File: src/hdl/nie_pkg.sv
// Shared types, codes and Q16.16 helper functions for the interpolation engine.
package nie_pkg;

  localparam logic signed [31:0] Q_ONE     = 32'sh0001_0000;
  localparam logic signed [47:0] SAT_MAX48 = 48'sh0000_7FFF_FFFF;
  localparam logic signed [47:0] SAT_MIN48 = -48'sh0000_8000_0000;
  localparam logic signed [31:0] Q_MAX     = 32'sh7FFF_FFFF;
  localparam logic signed [31:0] Q_MIN     = 32'sh8000_0000;

  typedef enum logic [1:0] {
    ACT_LOAD  = 2'd0,
    ACT_CLEAR = 2'd1,
    ACT_EVAL  = 2'd2,
    ACT_NONE  = 2'd3
  } action_t;

  typedef enum logic [2:0] {
    ST_OK    = 3'd0,
    ST_FULL  = 3'd1,
    ST_EMPTY = 3'd2,
    ST_DUP   = 3'd3,
    ST_SAT   = 3'd4
  } status_t;

  typedef enum logic [3:0] {
    S_IDLE,
    C_RDI,
    C_LDI,
    C_J1,
    C_J2,
    C_J3,
    C_DIV,
    C_DWAIT,
    E_RD,
    E_D,
    E_Q1,
    E_Q2,
    E_M,
    E_T,
    S_DONE
  } state_t;

  // Round a Q32.32 product to Q32.16, ties toward plus infinity
  function automatic logic signed [47:0] q_round(input logic signed [63:0] p);
    logic signed [63:0] t;
    t = p + 64'sd32768;
    return t[63:16];
  endfunction

  // Clamp to the signed 32-bit range
  function automatic logic signed [31:0] sat32(input logic signed [47:0] v);
    logic signed [31:0] r;
    if (v > SAT_MAX48) begin
      r = Q_MAX;
    end else if (v < SAT_MIN48) begin
      r = Q_MIN;
    end else begin
      r = v[31:0];
    end
    return r;
  endfunction

  // Flag a value that sat32 would clamp
  function automatic logic ovf32(input logic signed [47:0] v);
    return (v > SAT_MAX48) || (v < SAT_MIN48);
  endfunction

endpackage

File: src/hdl/nie_div.sv
// Radix-2 restoring divider computing saturated (num * 2^16) / den, truncated toward zero.
module nie_div (
  input  logic               clk,
  input  logic               rst_n,
  input  logic               start,
  input  logic signed [31:0] num,
  input  logic signed [31:0] den,
  output logic               done,
  output logic signed [31:0] quot
);

  logic        busy_r, busy_nxt;
  logic        done_r, done_nxt;
  logic [5:0]  cnt_r, cnt_nxt;
  logic [31:0] rem_r, rem_nxt;
  logic [47:0] dq_r, dq_nxt;
  logic [31:0] den_r, den_nxt;
  logic        neg_r, neg_nxt;
  logic [32:0] rem_sh;
  logic        ge;

  // One quotient bit per cycle
  always_comb begin
    busy_nxt = busy_r;
    done_nxt = 1'b0;
    cnt_nxt  = cnt_r;
    rem_nxt  = rem_r;
    dq_nxt   = dq_r;
    den_nxt  = den_r;
    neg_nxt  = neg_r;
    rem_sh   = {rem_r, dq_r[47]};
    ge       = rem_sh >= {1'b0, den_r};
    if (start) begin
      busy_nxt = 1'b1;
      cnt_nxt  = 6'd48;
      rem_nxt  = '0;
      dq_nxt   = {(num[31] ? (~num + 32'd1) : num), 16'd0};
      den_nxt  = den[31] ? (~den + 32'd1) : den;
      neg_nxt  = num[31] ^ den[31];
    end else if (busy_r) begin
      rem_nxt = ge ? 32'(rem_sh - {1'b0, den_r}) : rem_sh[31:0];
      dq_nxt  = {dq_r[46:0], ge};
      cnt_nxt = cnt_r - 6'd1;
      if (cnt_r == 6'd1) begin
        busy_nxt = 1'b0;
        done_nxt = 1'b1;
      end
    end
  end

  always_ff @(posedge clk) begin
    if (!rst_n) begin
      busy_r <= 1'b0;
      done_r <= 1'b0;
      cnt_r  <= '0;
    end else begin
      busy_r <= busy_nxt;
      done_r <= done_nxt;
      cnt_r  <= cnt_nxt;
    end
    rem_r <= rem_nxt;
    dq_r  <= dq_nxt;
    den_r <= den_nxt;
    neg_r <= neg_nxt;
  end

  // Apply sign and clamp the magnitude
  always_comb begin
    if (neg_r) begin
      quot = (dq_r > 48'h0000_8000_0000) ? nie_pkg::Q_MIN : -$signed(dq_r[31:0]);
    end else begin
      quot = (dq_r > 48'h0000_7FFF_FFFF) ? nie_pkg::Q_MAX : $signed(dq_r[31:0]);
    end
  end

  assign done = done_r;

endmodule

File: config.mk
export PLATFORM = sky130hd
export DESIGN_NAME = nie_div
export DESIGN_NICKNAME = d
export VERILOG_FILES = /design/src/hdl/nie_pkg.sv /design/src/hdl/nie_div.sv
export SDC_FILE = /design/constraint.sdc
export NUM_CORES = 1
export LEC_CHECK = 0
export ABC_AREA = 0
export BUFFER_PORTS_ARGS = -buffer_cell sky130_fd_sc_hd__buf_2
export CORE_MARGIN = 2
export CORE_UTILIZATION = 64
export DETAILED_ROUTE_END_ITERATION = 7
export PLACE_DENSITY = 0.95
export SLEW_MARGIN = 15
export SYNTH_ARGS = -nofsm -noshare
export SYNTH_HDL_FRONTEND = slang
export SYNTH_SLANG_ARGS = --single-unit
File: constraint.sdc
create_clock -name clk -period 7.2 [get_ports clk]
set_clock_uncertainty 0.1 [all_clocks]
set_input_delay 0 -clock clk [delete_from_list [all_inputs] [get_ports clk]]
set_output_delay 0 -clock clk [all_outputs]
set_load 0.005 [all_outputs]
After elaboration in Yosys (flattened, before gate mapping):

Index checks and enable logic that the tools add are counted.

* memories kept: 0
* latch bits: 0
* output and inout bits: 33
* register bits after elaboration: 121
* memory bits (writable): 0
* ROM bits: 0

* reductions and logical operators: 3
* $lt $le $gt $ge: 3
* mux-type cells: 14
* bitwise operators: 5
* eq/ne operators: 1
* div/mod/pow operators: 0
* add/subtract/negate cells: 5
* $mul: 0
* shifts and indexed selects: 0

Operators by type and width (number)
* $mux W32: 5
* $mux W48: 2
* $add A32 B1 Y32 const B: 2
* $not A32 Y32: 2
* $gt A48 B31 Y1 const B: 1
* $gt A48 B32 Y1 const B: 1
* $ge A33 B32 Y1: 1
* $neg A32 Y32: 1
* $sub A32 B32 Y32: 1
* $mux W31: 1
* $mux W6: 2
* $eq A6 B1 Y1 const B: 1
* $sub A6 B1 Y6 const B: 1
* $mux W1: 4
* $reduce_or A3 Y1: 1
* $not A1 Y1: 2
* $reduce_bool A2 Y1: 1
* $reduce_or A2 Y1: 1
* $xor A1 B1 Y1: 1

Longest topological paths before layout:

* depth in word-level cells: 4
* gate-level depth with buffers: 14
* depth with buffers taken out: 12

Worst setup path after synthesis:

OpenSTA, ideal clock, no wires.

* path kind: reg-to-output
* start: reg dq_r[0]
* end: out quot[31]
* arrival: 3152 ps
* cell stages (with the launch flop): 10
* path slack: 3948 ps
* cells stage by stage: dfxtp_1 -> or4_4 -> or3_4 -> or4_4 -> or4_4 -> or3_4 -> or3_4 -> o211ai_2 -> o31ai_1 -> a21oi_1

* cells in the longest elaborated chain, start to end: 3
* elaborated cells between the ends (all ways): 6

RTL lines
* start, declared: line nie_div.sv:16 `logic [47:0] dq_r, dq_nxt;`
* start signal, assigned: line nie_div.sv:62 `dq_r <= dq_nxt;`
* $gt A48 B31 Y1 (tied with other cells): line nie_div.sv:72 `quot = (dq_r > 48'h0000_7FFF_FFFF) ? nie_pkg::Q_MAX : $signed(dq_r[31:0]);`
* $mux W32, on equally long branches: line nie_div.sv:72, nie_div.sv:70
* $mux W32 *: line nie_div.sv:69 `if (neg_r) begin`
* end, declared: line nie_div.sv:9 `output logic signed [31:0] quot`

Mark *: on every way between the ends. The rest lies on a longest branch, timed or not.

Final worst setup path:

* start: reg dq_r[0]
* end: out quot[29]

The elaborated chain is that of the path after synthesis.

==> out/results.ini <==
[logic_synthesis]
avgSynthCellArea_um2 = 8.53
synth_top_area_cell = edfxtp_1
synth_ff_type = edfxtp_1
synth_edf_count = 65
ys_ff_latch = 121
syn_area_um2 = 8620
syn_inst = 1010
yosysTopAreaCellShare_pct = 22.6
yosysWarnings = 0
synth_nets = 1115
post-synth-top-count-cell = nand2_1
synth.distinct_cells = 57
synthArstFlopShare_pct = 0
synth_area_leaders = edfxtp_1, dfxtp_1, xnor2_1
synth_commonest_cells = nand2_1, o21ai_0, nor2_1
seq_area_frac_synth_pct = 35.7

[clocking]
clock_latency_ps = 420
cts.sinks = 121
htree_levels = 4
cts_made_buffers = 17
clkTransAtPathRegs_ps = 60
cts_tree = built
clock_path_buffers = 2
root_buffer = clkbuf_16

[job]
drv_cap = 0

[hold_path]
hold_class = primary input to register
min_to = den_r[13]
hold_start = start
holdPathStages = 1

[detailed_routing]
drc_errors = 0
final_antenna_net_count = 0
via_per_inst = 6.61
drt_wl_total_um = 26900
drt_pass1_iterations = 5
vias = 8954
wl_per_cell_um = 19.9
drtIter0Drc = 1078

[floorplan]
core_area_um2 = 13200
num_rows = 42
die_x_um = 120
initial_core_util_pct = 65.3
io_pins = 100
fp.dieArea_um2 = 14400
die_height_um = 120

[global_routing]
grt_pass1_vias = 8513
grt_max_degree = 62
grt_pass1_wl_um = 42700
antenna_found_initial = 2
track_usage_pct = 37.3
gr-total-overflow = 0

[sta]
rsz0062_at_grt = false
hold_ws_ps = -9.53
setup_viol = 0
period_share_pct = 68.6
max-slew-margin-rel_pct = 35.6
fmax_mhz = 202
min_period_ps = 4940
fin_ws_ps = 2260
hold_viol = 1
slew_violations = 0
tightest_slew_ps = 966
fin_setup_tns_ps = 0

[run_status]
status = finished, violations left
violations = negative hold slack

[place]
hpwl_um = 14600
place_congestion = 0.927
post-place-ws_ps = 2760
io_buffers = 99
placedInstanceArea_um2 = 9200

[critical_path]
r2r_slack_ps = 2910
arrival_ps = 4840
worstReg2RegStart = den_r[3]
crit_path_end_kind = output port
critPathRequiredTime_ps = 7100
cp-start-kind = register
worstRegToRegCells = 13
setup.worst_path.class = register to output port
r2r-end = rem_r[6]
critical_path.max_fanout = 31

[layout]
fin_area_um2 = 10600
drive_gt1_share_pct = 14.0
area_growth_pct = 22.7
n_fill_cell = 747
nNetsFinal = 1267

[pwr]
power.density_nw_per_um2 = 209
cellLeakagePower_nw = 4.26
irDropWorstVdd_mv = 0.189

## layer usage
metal / vias to the layer above / global-route usage [%] / share of wire [%]
met4: 0 / 20.1 / 5.9
li1: 4038 / - / -
met1: 4138 / 44.1 / 37
met5: - / 0 / 0
met2: 621 / 63.8 / 48
met3: 157 / 7.32 / 8.8
## stage by stage
step	hold WS (ps)	total power, W	instances	util (%)
6_report	-9.53	0.00221	1354	80.2
5_1_grt	9.25	0.00229	1353	80.1
4_1_cts	1.76	0.00215	1351	80.1
3_5_place_dp	157	0.00130	1240	69.8
3_3_place_gp	151	0.00128	1240	69.8
2_1_floorplan	-1.13	0.00116	1010	-
## repair_timing
item	CTS	global route
hold buffers	79	0
resized for setup	0	0
endpoints found under the hold margin	70	0
buffers inserted	0	0
## report_power, final
part / internal, W / switching, W / leakage, nW
combinational: 0.000228 / 0.000301 / 2.85
sequential: 0.000793 / 0.0000499 / 1.12
clock: 0.000510 / 0.000328 / 0.290
## worst max-delay path, cell delays in order, from the launching register on
cell and delay, ps:
dfxtp_1 380, inv_1 80, ha_1 170, or3b_1 390, or4_1 460, nor4_1 540, nand4b_1 200, o21ai_0 190
nand2b_1 520, or2_1 710, or3b_2 560, nand3_1 90, buf_2 130
## registers in the layout, summed over array words and instances (netlist names)
signal / flops
den_r: 32
busy_r: 1
dq_r: 48
neg_r: 1
cnt_r: 6
done: 1
rem_r: 32
## worst max-delay path by stage
stage	startpoint	end	slack, ps	cells past startpoint
after detailed placement	dq_r[0]	quot[29]	2760	12
after CTS	dq_r[0]	quot[29]	2310	12
after global placement	dq_r[0]	quot[29]	2910	12
after floorplan	dq_r[0]	quot[31]	3950	9
after global routing	dq_r[0]	quot[29]	1920	12
final	dq_r[0]	quot[29]	2260	12
## cells in the final DEF (no fill, tap or decap), drive strengths merged, types with 12 or more instances in the layout
cell type,instances
o31ai,25
a22o,32
or3,24
ha,37
nand2,116
xor2,20
o21ai,78
edfxtp,65
xnor2,69
or4,16
dfxtp,56
nand3,18
a311oi,12
mux2i,22
nor3,31
clkbuf,21
a211oi,15
dlygate4sd3,79
buf,106
a21o,15
nor2,77
o311ai,28
a21oi,39
inv,67
## logic make-up (layout without fill, tap and decap cells)
family                     after synthesis  after routing  share of synthesized area [%]
AOI/OAI and AO/OA                      283            283                           22.6
xor gates and xnor gates                89             89                           9.04
adders and majority gates               38             38                           5.60
buffers and inverters                  115            280                           5.01
DFF                                    121            121                           35.7
muxes                                   23             23                           2.69
other                                    0              3                              0
and+or+nand+nor                        341            341                           19.4
## cell type report
class | count | area, um2 | share of cell area (%)
multi-input combinational | 774 | 5120 | 48.4
sequential | 121 | 3070 | 29.1
timing repair buffer | 185 | 1340 | 12.7
clock buffer | 21 | 479 | 4.53
inverter | 63 | 236 | 2.24
tap | 176 | 220 | 2.08
clock inverter | 11 | 91.3 | 0.864
antenna | 3 | 7.51 | 0.0710
Note: power is estimated with default switching activity, not from simulation.
