**config.mk**
```make
export PLATFORM = sky130hd
export DESIGN_NAME = nie_ram
export DESIGN_NICKNAME = d
export VERILOG_FILES = /design/src/hdl/nie_ram.sv
export SDC_FILE = /design/constraint.sdc
export NUM_CORES = 1
export LEC_CHECK = 0
export BUFFER_PORTS_ARGS = -buffer_cell sky130_fd_sc_hd__buf_2
export CORE_ASPECT_RATIO = 0.6
export CORE_MARGIN = 8
export CORE_UTILIZATION = 40
export CTS_CLUSTER_SIZE = 8
export DETAILED_ROUTE_END_ITERATION = 8
export MAX_ROUTING_LAYER = met4
export PLACE_DENSITY_LB_ADDON = 0.15
export SETUP_SLACK_MARGIN = 0.15
export SYNTH_ARGS = -nofsm -noshare
export SYNTH_HDL_FRONTEND = slang
export SYNTH_SLANG_ARGS = --single-unit
```
**constraint.sdc**
```tcl
create_clock -name clk -period 9.1 [get_ports clk]
set_clock_uncertainty 0.1 [all_clocks]
set_input_delay 0 -clock clk [delete_from_list [all_inputs] [get_ports clk]]
set_output_delay 0 -clock clk [all_outputs]
set_load 0.05 [all_outputs]
```
**src/hdl/nie_ram.sv**
```systemverilog
// Generic single-write, single-read RAM with registered read data.
module nie_ram #(
  parameter int unsigned WIDTH = 32,
  parameter int unsigned DEPTH = 16
) (
  input  logic                     clk,
  input  logic                     we,
  input  logic [$clog2(DEPTH)-1:0] waddr,
  input  logic [WIDTH-1:0]         wdata,
  input  logic [$clog2(DEPTH)-1:0] raddr,
  output logic [WIDTH-1:0]         rdata
);

  logic [WIDTH-1:0] mem_r [DEPTH];
  logic [WIDTH-1:0] rd_r;

  // Write port and registered read port
  always_ff @(posedge clk) begin
    if (we) begin
      mem_r[waddr] <= wdata;
    end
    rd_r <= mem_r[raddr];
  end

  assign rdata = rd_r;

endmodule

```
==> Yosys cells after proc, flatten, opt, wreduce, memory -nomap -nowiden <==
Memory sizes are Yosys's and may differ from the RTL's. A register that Yosys moved wholly into a read port is not among the register bits.
Index checks and enable logic that the tools add are counted.
{ "word_totals": {"ramBits": 512, "n_memories": 1, "input_bits": 42, "ff_bits": 0, "output_inout_bits": 32} }
{ "mem_list": {"columns": ["name", "words", "word_bits", "rd", "rd_ports_with_merged_regs", "wr", "line_no", "rtl"], "rows": [
  ["mem_r", 16, 32, 1, 1, 1, "14", "logic [WIDTH-1:0] mem_r [DEPTH];"]
]} }
{ "op_classes": {"n_mux": 2} }
{ "op_table": {"columns": ["cell", "count"], "rows": [
  ["two-way mux 1 bit", 2]
]} }

==> Depth between registers and ports, before layout <==
Gate-level depths: netlist (run 1).
{ "logic_depth": {"word_depth": 2, "mapped_depth": 5, "mapped_depth_nobuf": 3} }

==> Worst setup path before layout (run 1) <==
Ideal clock, no wire load.
{ "synth_path": {"path_type": "input -> register", "from": "input port waddr[2]", "to": "memory mem_r[0][0] (enable)", "path_stages": 2, "slack_ns": 5.820, "setup_time_ns": 0.461, "arrival_ns": 2.718, "cell_sequence": "or3b_2 nor3_1"} }
{ "synth_rtl": {"columns": ["element", "line_no", "rtl"], "rows": [
  ["from (decl)", "8", "input logic [$clog2(DEPTH)-1:0] waddr,"],
  ["to (decl)", "14", null]
]} }
No word-level cell before the write port.

==> Worst setup path after layout (run 1) <==
{ "layout_path": {"from": "input port waddr[2]", "to": "memory mem_r[2][3] (enable)"} }
No word-level cell before the write port.

==> impl_results.md, run 1 <==
- DR vias: 9,093
- Port Buf Inserts: 73
- Vias per std cell: 5.31
- CP Data Required Time: 9.22 ns
- Die width: 304 um
- Global-route wire length before repair: 67,600 um
- DRT iter0 DRCs: 929
- Largest net degree at the start of global routing: 66
- Grt ovf: 0
- Flops & latches, synth: 544
- Hold Startpoint: raddr[1]
- Post-CTS setup buffers: 0
- # resized after CTS: 0
- Wire per inst: 26.4 um
- # setup viols final: 0
- Worst hold slack: 0.0740 ns
- DIE AREA: 57,300 um2
- CTS tree: built
- Max-slew violation count: 0
- VDD IR-drop max: 0.161 mV
- Reg2reg start: mem_r[11][29]
- Place WS: 6.44 ns
- Critical path launch point type: primary input
- Tmin final: 2.77 ns
- WHS Path Cells: 4
- FMAX: 0.361 GHz
- Post-DP Area: 21,100 um2
- RSZ-0062 raised after global routing: false
- R2R depth: 3
- Share of cells above drive strength 1: 0.310
- Switching Power: 1250 uW
- Type of the tightest min-delay check: in -> reg
- Outcome: finished, final reports clean
- Worst R2R End: rdata[29]
- Vias in the first global route: 10.0k
- H-tree levels: 3
- Final ANT Viol Nets: 0
- Setup Crit Path Kind: in -> reg
- Cell Int Power: 4520 uW
- Die H: 189 um
- Share of power burned in registers: 0.489
- Clock sinks: 544
- Fin area: 23,700 um2
- Setup crit end kind: register
- Hold Buf Count CTS: 35
- Final nets: 1,047
- I/O Pins: 74
- CTS Buf Count: 77
- Net Sw Frac: 0.216
- DP HPWL: 20,800 um
- Slew @ Worst Pin: 0.983 ns
- Final Hold Fails: 0
- Syn_nets: 880
- All-Layer GR Usage: 0.164
- Cell Count, Final, Fillers Out: 1,714
- Yosys warns: 0
- Dpl cells: 1,541
- Synthesized instance count: 838
- DR pass1 iterations: 5
- Clock slew at reported path FFs: 0.05 ns
- Avg Synthesized Cell Area: 23.7 um2
- Drt total wl: 45,200 um
- Max-slew headroom: 0.344
- CTS root buf: clkbuf_16
- Longest Clk Path Bufs: 3
- Final RePlAce weighted congestion: 0.682
- Fin crit share: 0.304
- Distinct cell type count after synthesis: 18
- Setup tns final: 0 ns
- Initial antenna violation count: 1
- Pleak: 0.00766 uW
- Final worst setup slack: 6.33 ns
- R2r setup slk: 7.62 ns
- Pwr/cell area: 243 nW/um2
- Peak fanout along the critical path: 22
- WHS Endpoint: rdata[30]
- Post-Syn Area: 19,900 um2
- Max-cap violations: 0
- Core Region: 49,200 um2
- Starting Density: 0.404
- Combinational Power Share: 0.054
- Clk_lat worst skew: 0.59 ns
- DRC viols: 0
- Seq/Total Area, Yosys: 0.807
- Area grow syn2layout: 19.6%
- Clk pwr share: 0.457
- Worst Path Arrival: 2.88 ns
- Cell row count: 63
[final cells by class]
class / count / area (um2)
fill: 4033 / 25500
sequential: 544 / 16000
multi-input combinational: 251 / 3750
clock buffer: 131 / 2150
timing repair buffer: 131 / 903
tap: 650 / 813
clock inverter: 6 / 101
antenna: 1 / 2.50
[metal layers]
| layer | GRT usage | wire (um) |
|---|---|---|
| met5 | - | 0 |
| met4 | 0.0406 | 811 |
| met3 | 0.0321 | 1980 |
| met2 | 0.254 | 21500 |
| met1 | 0.224 | 20900 |
[critical path, cell delays in order]
cell           delay, ns
dlygate4sd3_1       0.53
buf_2               0.14
or3b_2              0.56
dlygate4sd3_1       0.65
nor2_4              0.45
buf_4               0.53
[through the flow]
stage,utilization,power (uW)
finish,0.483,5770
floorplan,-,3060
CTS,0.483,5840
detailed placement,0.430,3180
global placement,0.430,3170
global route,0.483,5970
[power groups by stage]
| stage | clock, uW | combinational (uW) | sequential [uW] |
|---|---|---|---|
| after global routing | 2810 | 334 | 2820 |
| after CTS | 2700 | 317 | 2820 |
| after floorplan | 0 | 134 | 2930 |
| final | 2630 | 310 | 2820 |
| after detailed placement | 0 | 305 | 2870 |
| after global placement | 0 | 301 | 2870 |
[cells in the final DEF, fill, tap and decap left out, types with 4 or more instances in the layout]
cell           count
edfxtp_1         512
clkbuf_16         78
dfxtp_1           32
nor3_2             4
clkbuf_1          53
buf_2             71
mux4_2           128
dlygate4sd3_1     35
clkinv_8           5
nor2_4            13
nand2_1           33
buf_4             23
a22oi_1           64
[kinds of logic (layout without fill, tap and decap cells)]
kind of cell / after synthesis / count (layout) / share of synthesized area
other: 0 / 1 / 0
AOI/OAI and AO/OA: 64 / 64 / 0.0242
buffers and inverters: 43 / 268 / 0.0112
muxes: 128 / 128 / 0.145
and+or+nand+nor: 59 / 59 / 0.0127
DFF: 544 / 544 / 0.807
[cell usage after synthesis]
library cell,number,area [um2]
a22oi_1,64,480
and2_1,1,6.26
buf_1,9,33.8
buf_2,4,20.0
buf_4,11,82.6
buf_6,2,22.5
clkbuf_1,17,63.8
dfxtp_1,32,641
edfxtp_1,512,15400
mux4_2,128,2880
nand2_1,33,124
nand2b_1,2,12.5
nand3_1,1,5.00
nand3b_1,2,15.0
nor2_1,13,48.8
nor2b_1,2,12.5
nor3_1,4,20.0
or3b_2,1,8.76
[sequential cells by signal, indices dropped and copies added, names as in the netlist]
name	flops
rdata	32
mem_r	512
[worst max path at each step]
stage / slack, ns / startpoint / to / depth (start not counted)
floorplan: 5.82 / waddr[2] / mem_r[0][0] / 2
global placement: 6.48 / raddr[0] / rdata[24] / 5
detailed placement: 6.44 / raddr[0] / rdata[17] / 5
CTS: 6.31 / waddr[2] / mem_r[2][10] / 6
global route: 6.28 / waddr[2] / mem_r[2][10] / 6
finish: 6.33 / waddr[2] / mem_r[2][3] / 6
Power figures use the tool's default switching activity.
==> inputs of run 2 (changes only) <==
==> constraint.sdc (replaced) <==
create_clock -name clk -period 2.3 [get_ports clk]
set_clock_uncertainty 0.1 [all_clocks]
set_input_delay 0 -clock clk [delete_from_list [all_inputs] [get_ports clk]]
set_output_delay 0 -clock clk [all_outputs]
set_load 0.05 [all_outputs]
==> run 2 against run 1 <==
  * Cell count grew 0.12%
  * Wire length shrank 0.78%
  * Sequential power increased to 4.0 times the previous value
  * Utilization rose by 0.75 points
  * Combinational power rose to 4.1 times the previous value
  * Sequential share of layout area decreased by 1.0 points
  * Critical path depth unchanged
  * Non-clock buffer count increased by 7
  * Largest cell class unchanged
==> impl_results.md, run 2 (synthesized netlist as in run 1, its figures left out) <==
- Max-slew violation count: 0 (unchanged)
- Pleak: 0.00778 uW (was 0.00766 uW)
- Longest Clk Path Bufs: 3 (unchanged)
- Initial antenna violation count: 3 (was 1)
- Vias in the first global route: 9,810 (was 10.0k)
- Core Region: 49,200 um2 (unchanged)
- Peak fanout along the critical path: 34 (was 22)
- Largest net degree at the start of global routing: 35 (was 66)
- Most frequent cells in the layout: edfxtp_1 (512), mux4_2 (128), clkbuf_16 (79) (was edfxtp_1 (512), mux4_2 (128), clkbuf_16 (78))
- I/O Pins: 74 (unchanged)
- # resized after CTS: 0 (unchanged)
- DR pass1 iterations: 5 (unchanged)
- Fin area: 24,100 um2 (was 23,700 um2)
- Global-route wire length before repair: 66,500 um (was 67,600 um)
- Setup Crit Path Kind: in -> reg (unchanged)
- Worst Path Arrival: 2.02 ns (was 2.88 ns)
- Final ANT Viol Nets: 0 (unchanged)
- DP HPWL: 21,200 um (was 20,800 um)
- Wire per inst: 26.1 um (was 26.4 um)
- Post-DP Area: 21,600 um2 (was 21,100 um2)
- DR vias: 9,276 (was 9,093)
- # setup viols final: 0 (unchanged)
- Cell row count: 63 (unchanged)
- Vias per std cell: 5.41 (was 5.31)
- Place WS: 0.551 ns (was 6.44 ns)
- Type of the tightest min-delay check: in -> reg (unchanged)
- All-Layer GR Usage: 0.162 (was 0.164)
- Outcome: finished, final reports clean (unchanged)
- Fin crit share: 0.723
- Layout Utilization: 0.490 (was 0.483)
- GR peak layer: met1 (was met2)
- Final RePlAce weighted congestion: 0.674 (was 0.682)
- CP Data Required Time: 2.66 ns (was 9.22 ns)
- Pwr/cell area: 943 nW/um2 (was 243 nW/um2)
- Tmin final: 1.66 ns
- Dpl cells: 1,550 (was 1,541)
- Final worst setup slack: 0.638 ns (was 6.33 ns)
- Met3 usage in global routing: 0.0322 (was 0.0321)
- Drt total wl: 44,800 um (was 45,200 um)
- DRT iter0 DRCs: 815 (was 929)
- Worst hold slack: 0.0331 ns (was 0.0740 ns)
- Met2 usage: 0.234 (was 0.254)
- Die H: 189 um (unchanged)
- Commonest non-fill, non-tap cell in the layout: edfxtp_1 (unchanged)
- Starting Density: 0.404 (unchanged)
- Setup crit end kind: register (unchanged)
- H-tree levels: 3 (unchanged)
- Die width: 304 um (unchanged)
- Share of cells above drive strength 1: 0.317 (was 0.310)
- CTS tree: built (unchanged)
- Grt ovf: 0 (unchanged)
- CTS Buf Count: 77 (unchanged)
- Cell Count, Final, Fillers Out: 1,716 (was 1,714)
- DIE AREA: 57,300 um2 (unchanged)
- VDD IR-drop max: 0.573 mV (was 0.161 mV)
- Storage element area: 16,000 um2 (unchanged)
- Critical path launch point type: primary input (unchanged)
- RSZ-0062 raised after global routing: false (unchanged)
- Final Hold Fails: 0 (unchanged)
- Max-slew headroom: 0.685 (was 0.344)
- Reg with most FFs: mem_r (unchanged)
- Port Buf Inserts: 73 (unchanged)
- DRC viols: 0 (unchanged)
- Routing usage on met1: 0.236 (was 0.224)
- FMAX: 0.602 GHz
- Clock sinks: 544 (unchanged)
- Final nets: 1,054 (was 1,047)
- Area taken by multi-input logic gates: 3770 um2 (was 3750 um2)
- CTS root buf: clkbuf_16 (unchanged)
- Slew @ Worst Pin: 0.472 ns (was 0.983 ns)
- Clock slew at reported path FFs: 0.05 ns (about the same)
- Max-cap violations: 0 (unchanged)
- Filler cells: 3,995 (was 4,033)
- Area grow syn2layout: 21.4% (was 19.6%)
- Clk_lat worst skew: 0.59 ns (about the same)
- Number of flip-flops in the largest register: 512 (unchanged)
run 2: changes by cell type in the layout (fill, tap and decap cells not counted), sizes merged:
cell / before / now
buf: 95 / 104
clkbuf: 132 / 128
clkinv: 5 / 2
dlygate4sd3: 35 / 33
diode: 1 / 2
inv: 1 / 2
run 2: final cells by class:
| type | instances | share of cell area |
|---|---|---|
| timing repair buffer | 138 | 0.0535 |
| tap | 650 | 0.0337 |
| clock inverter | 4 | 0.00208 |
| sequential | 544 | 0.664 |
| clock buffer | 127 | 0.0895 |
| multi-input combinational | 251 | 0.157 |
| antenna | 2 | 0.000208 |
run 2: repair_timing:
item	CTS	global route
endpoints found under the hold margin	520	0
hold buffers	33	0
buffers inserted	0	0
run 2: worst max-delay path, cell delays in order:
cell	delay (ns)
dlygate4sd3_1	0.55
buf_6	0.38
buf_4	0.37
mux4_2	0.34
a22oi_1	0.28
nand2_1	0.08
run 2: metal layers:
layer | up-vias | wire [um] | share of wire
met5 | - | 0 | 0
met4 | 0 | 762 | 0.017
met3 | 71 | 2280 | 0.051
met2 | 271 | 20100 | 0.45
met1 | 4981 | 21700 | 0.48
li1 | 3953 | - | -
run 2: path summary, 6_finish.rpt:
check / from / to / slack [ns] / cells after the start
setup reg to reg: mem_r[11][20] / rdata[20] / 0.77 / 3
setup / recovery: raddr[1] / rdata[1] / 0.64 / 6
hold reg to reg: mem_r[7][27] / rdata[27] / 0.57 / 3
hold / removal: raddr[2] / rdata[1] / 0.03 / 5
run 2: per-stage QoR:
step,total power [uW],TNS (ns)
after floorplan,12100,-12.30
after global placement,12600,0
after detailed placement,12600,0
after CTS,23000,0
after global routing,23500,0
final,22700,0
run 2: report_power, final:
group | switching (uW) | total, uW | internal [uW]
Clock | 3940 | 10300 | 6340
Combinational | 810 | 1280 | 473
Sequential | 66.6 | 11200 | 11100
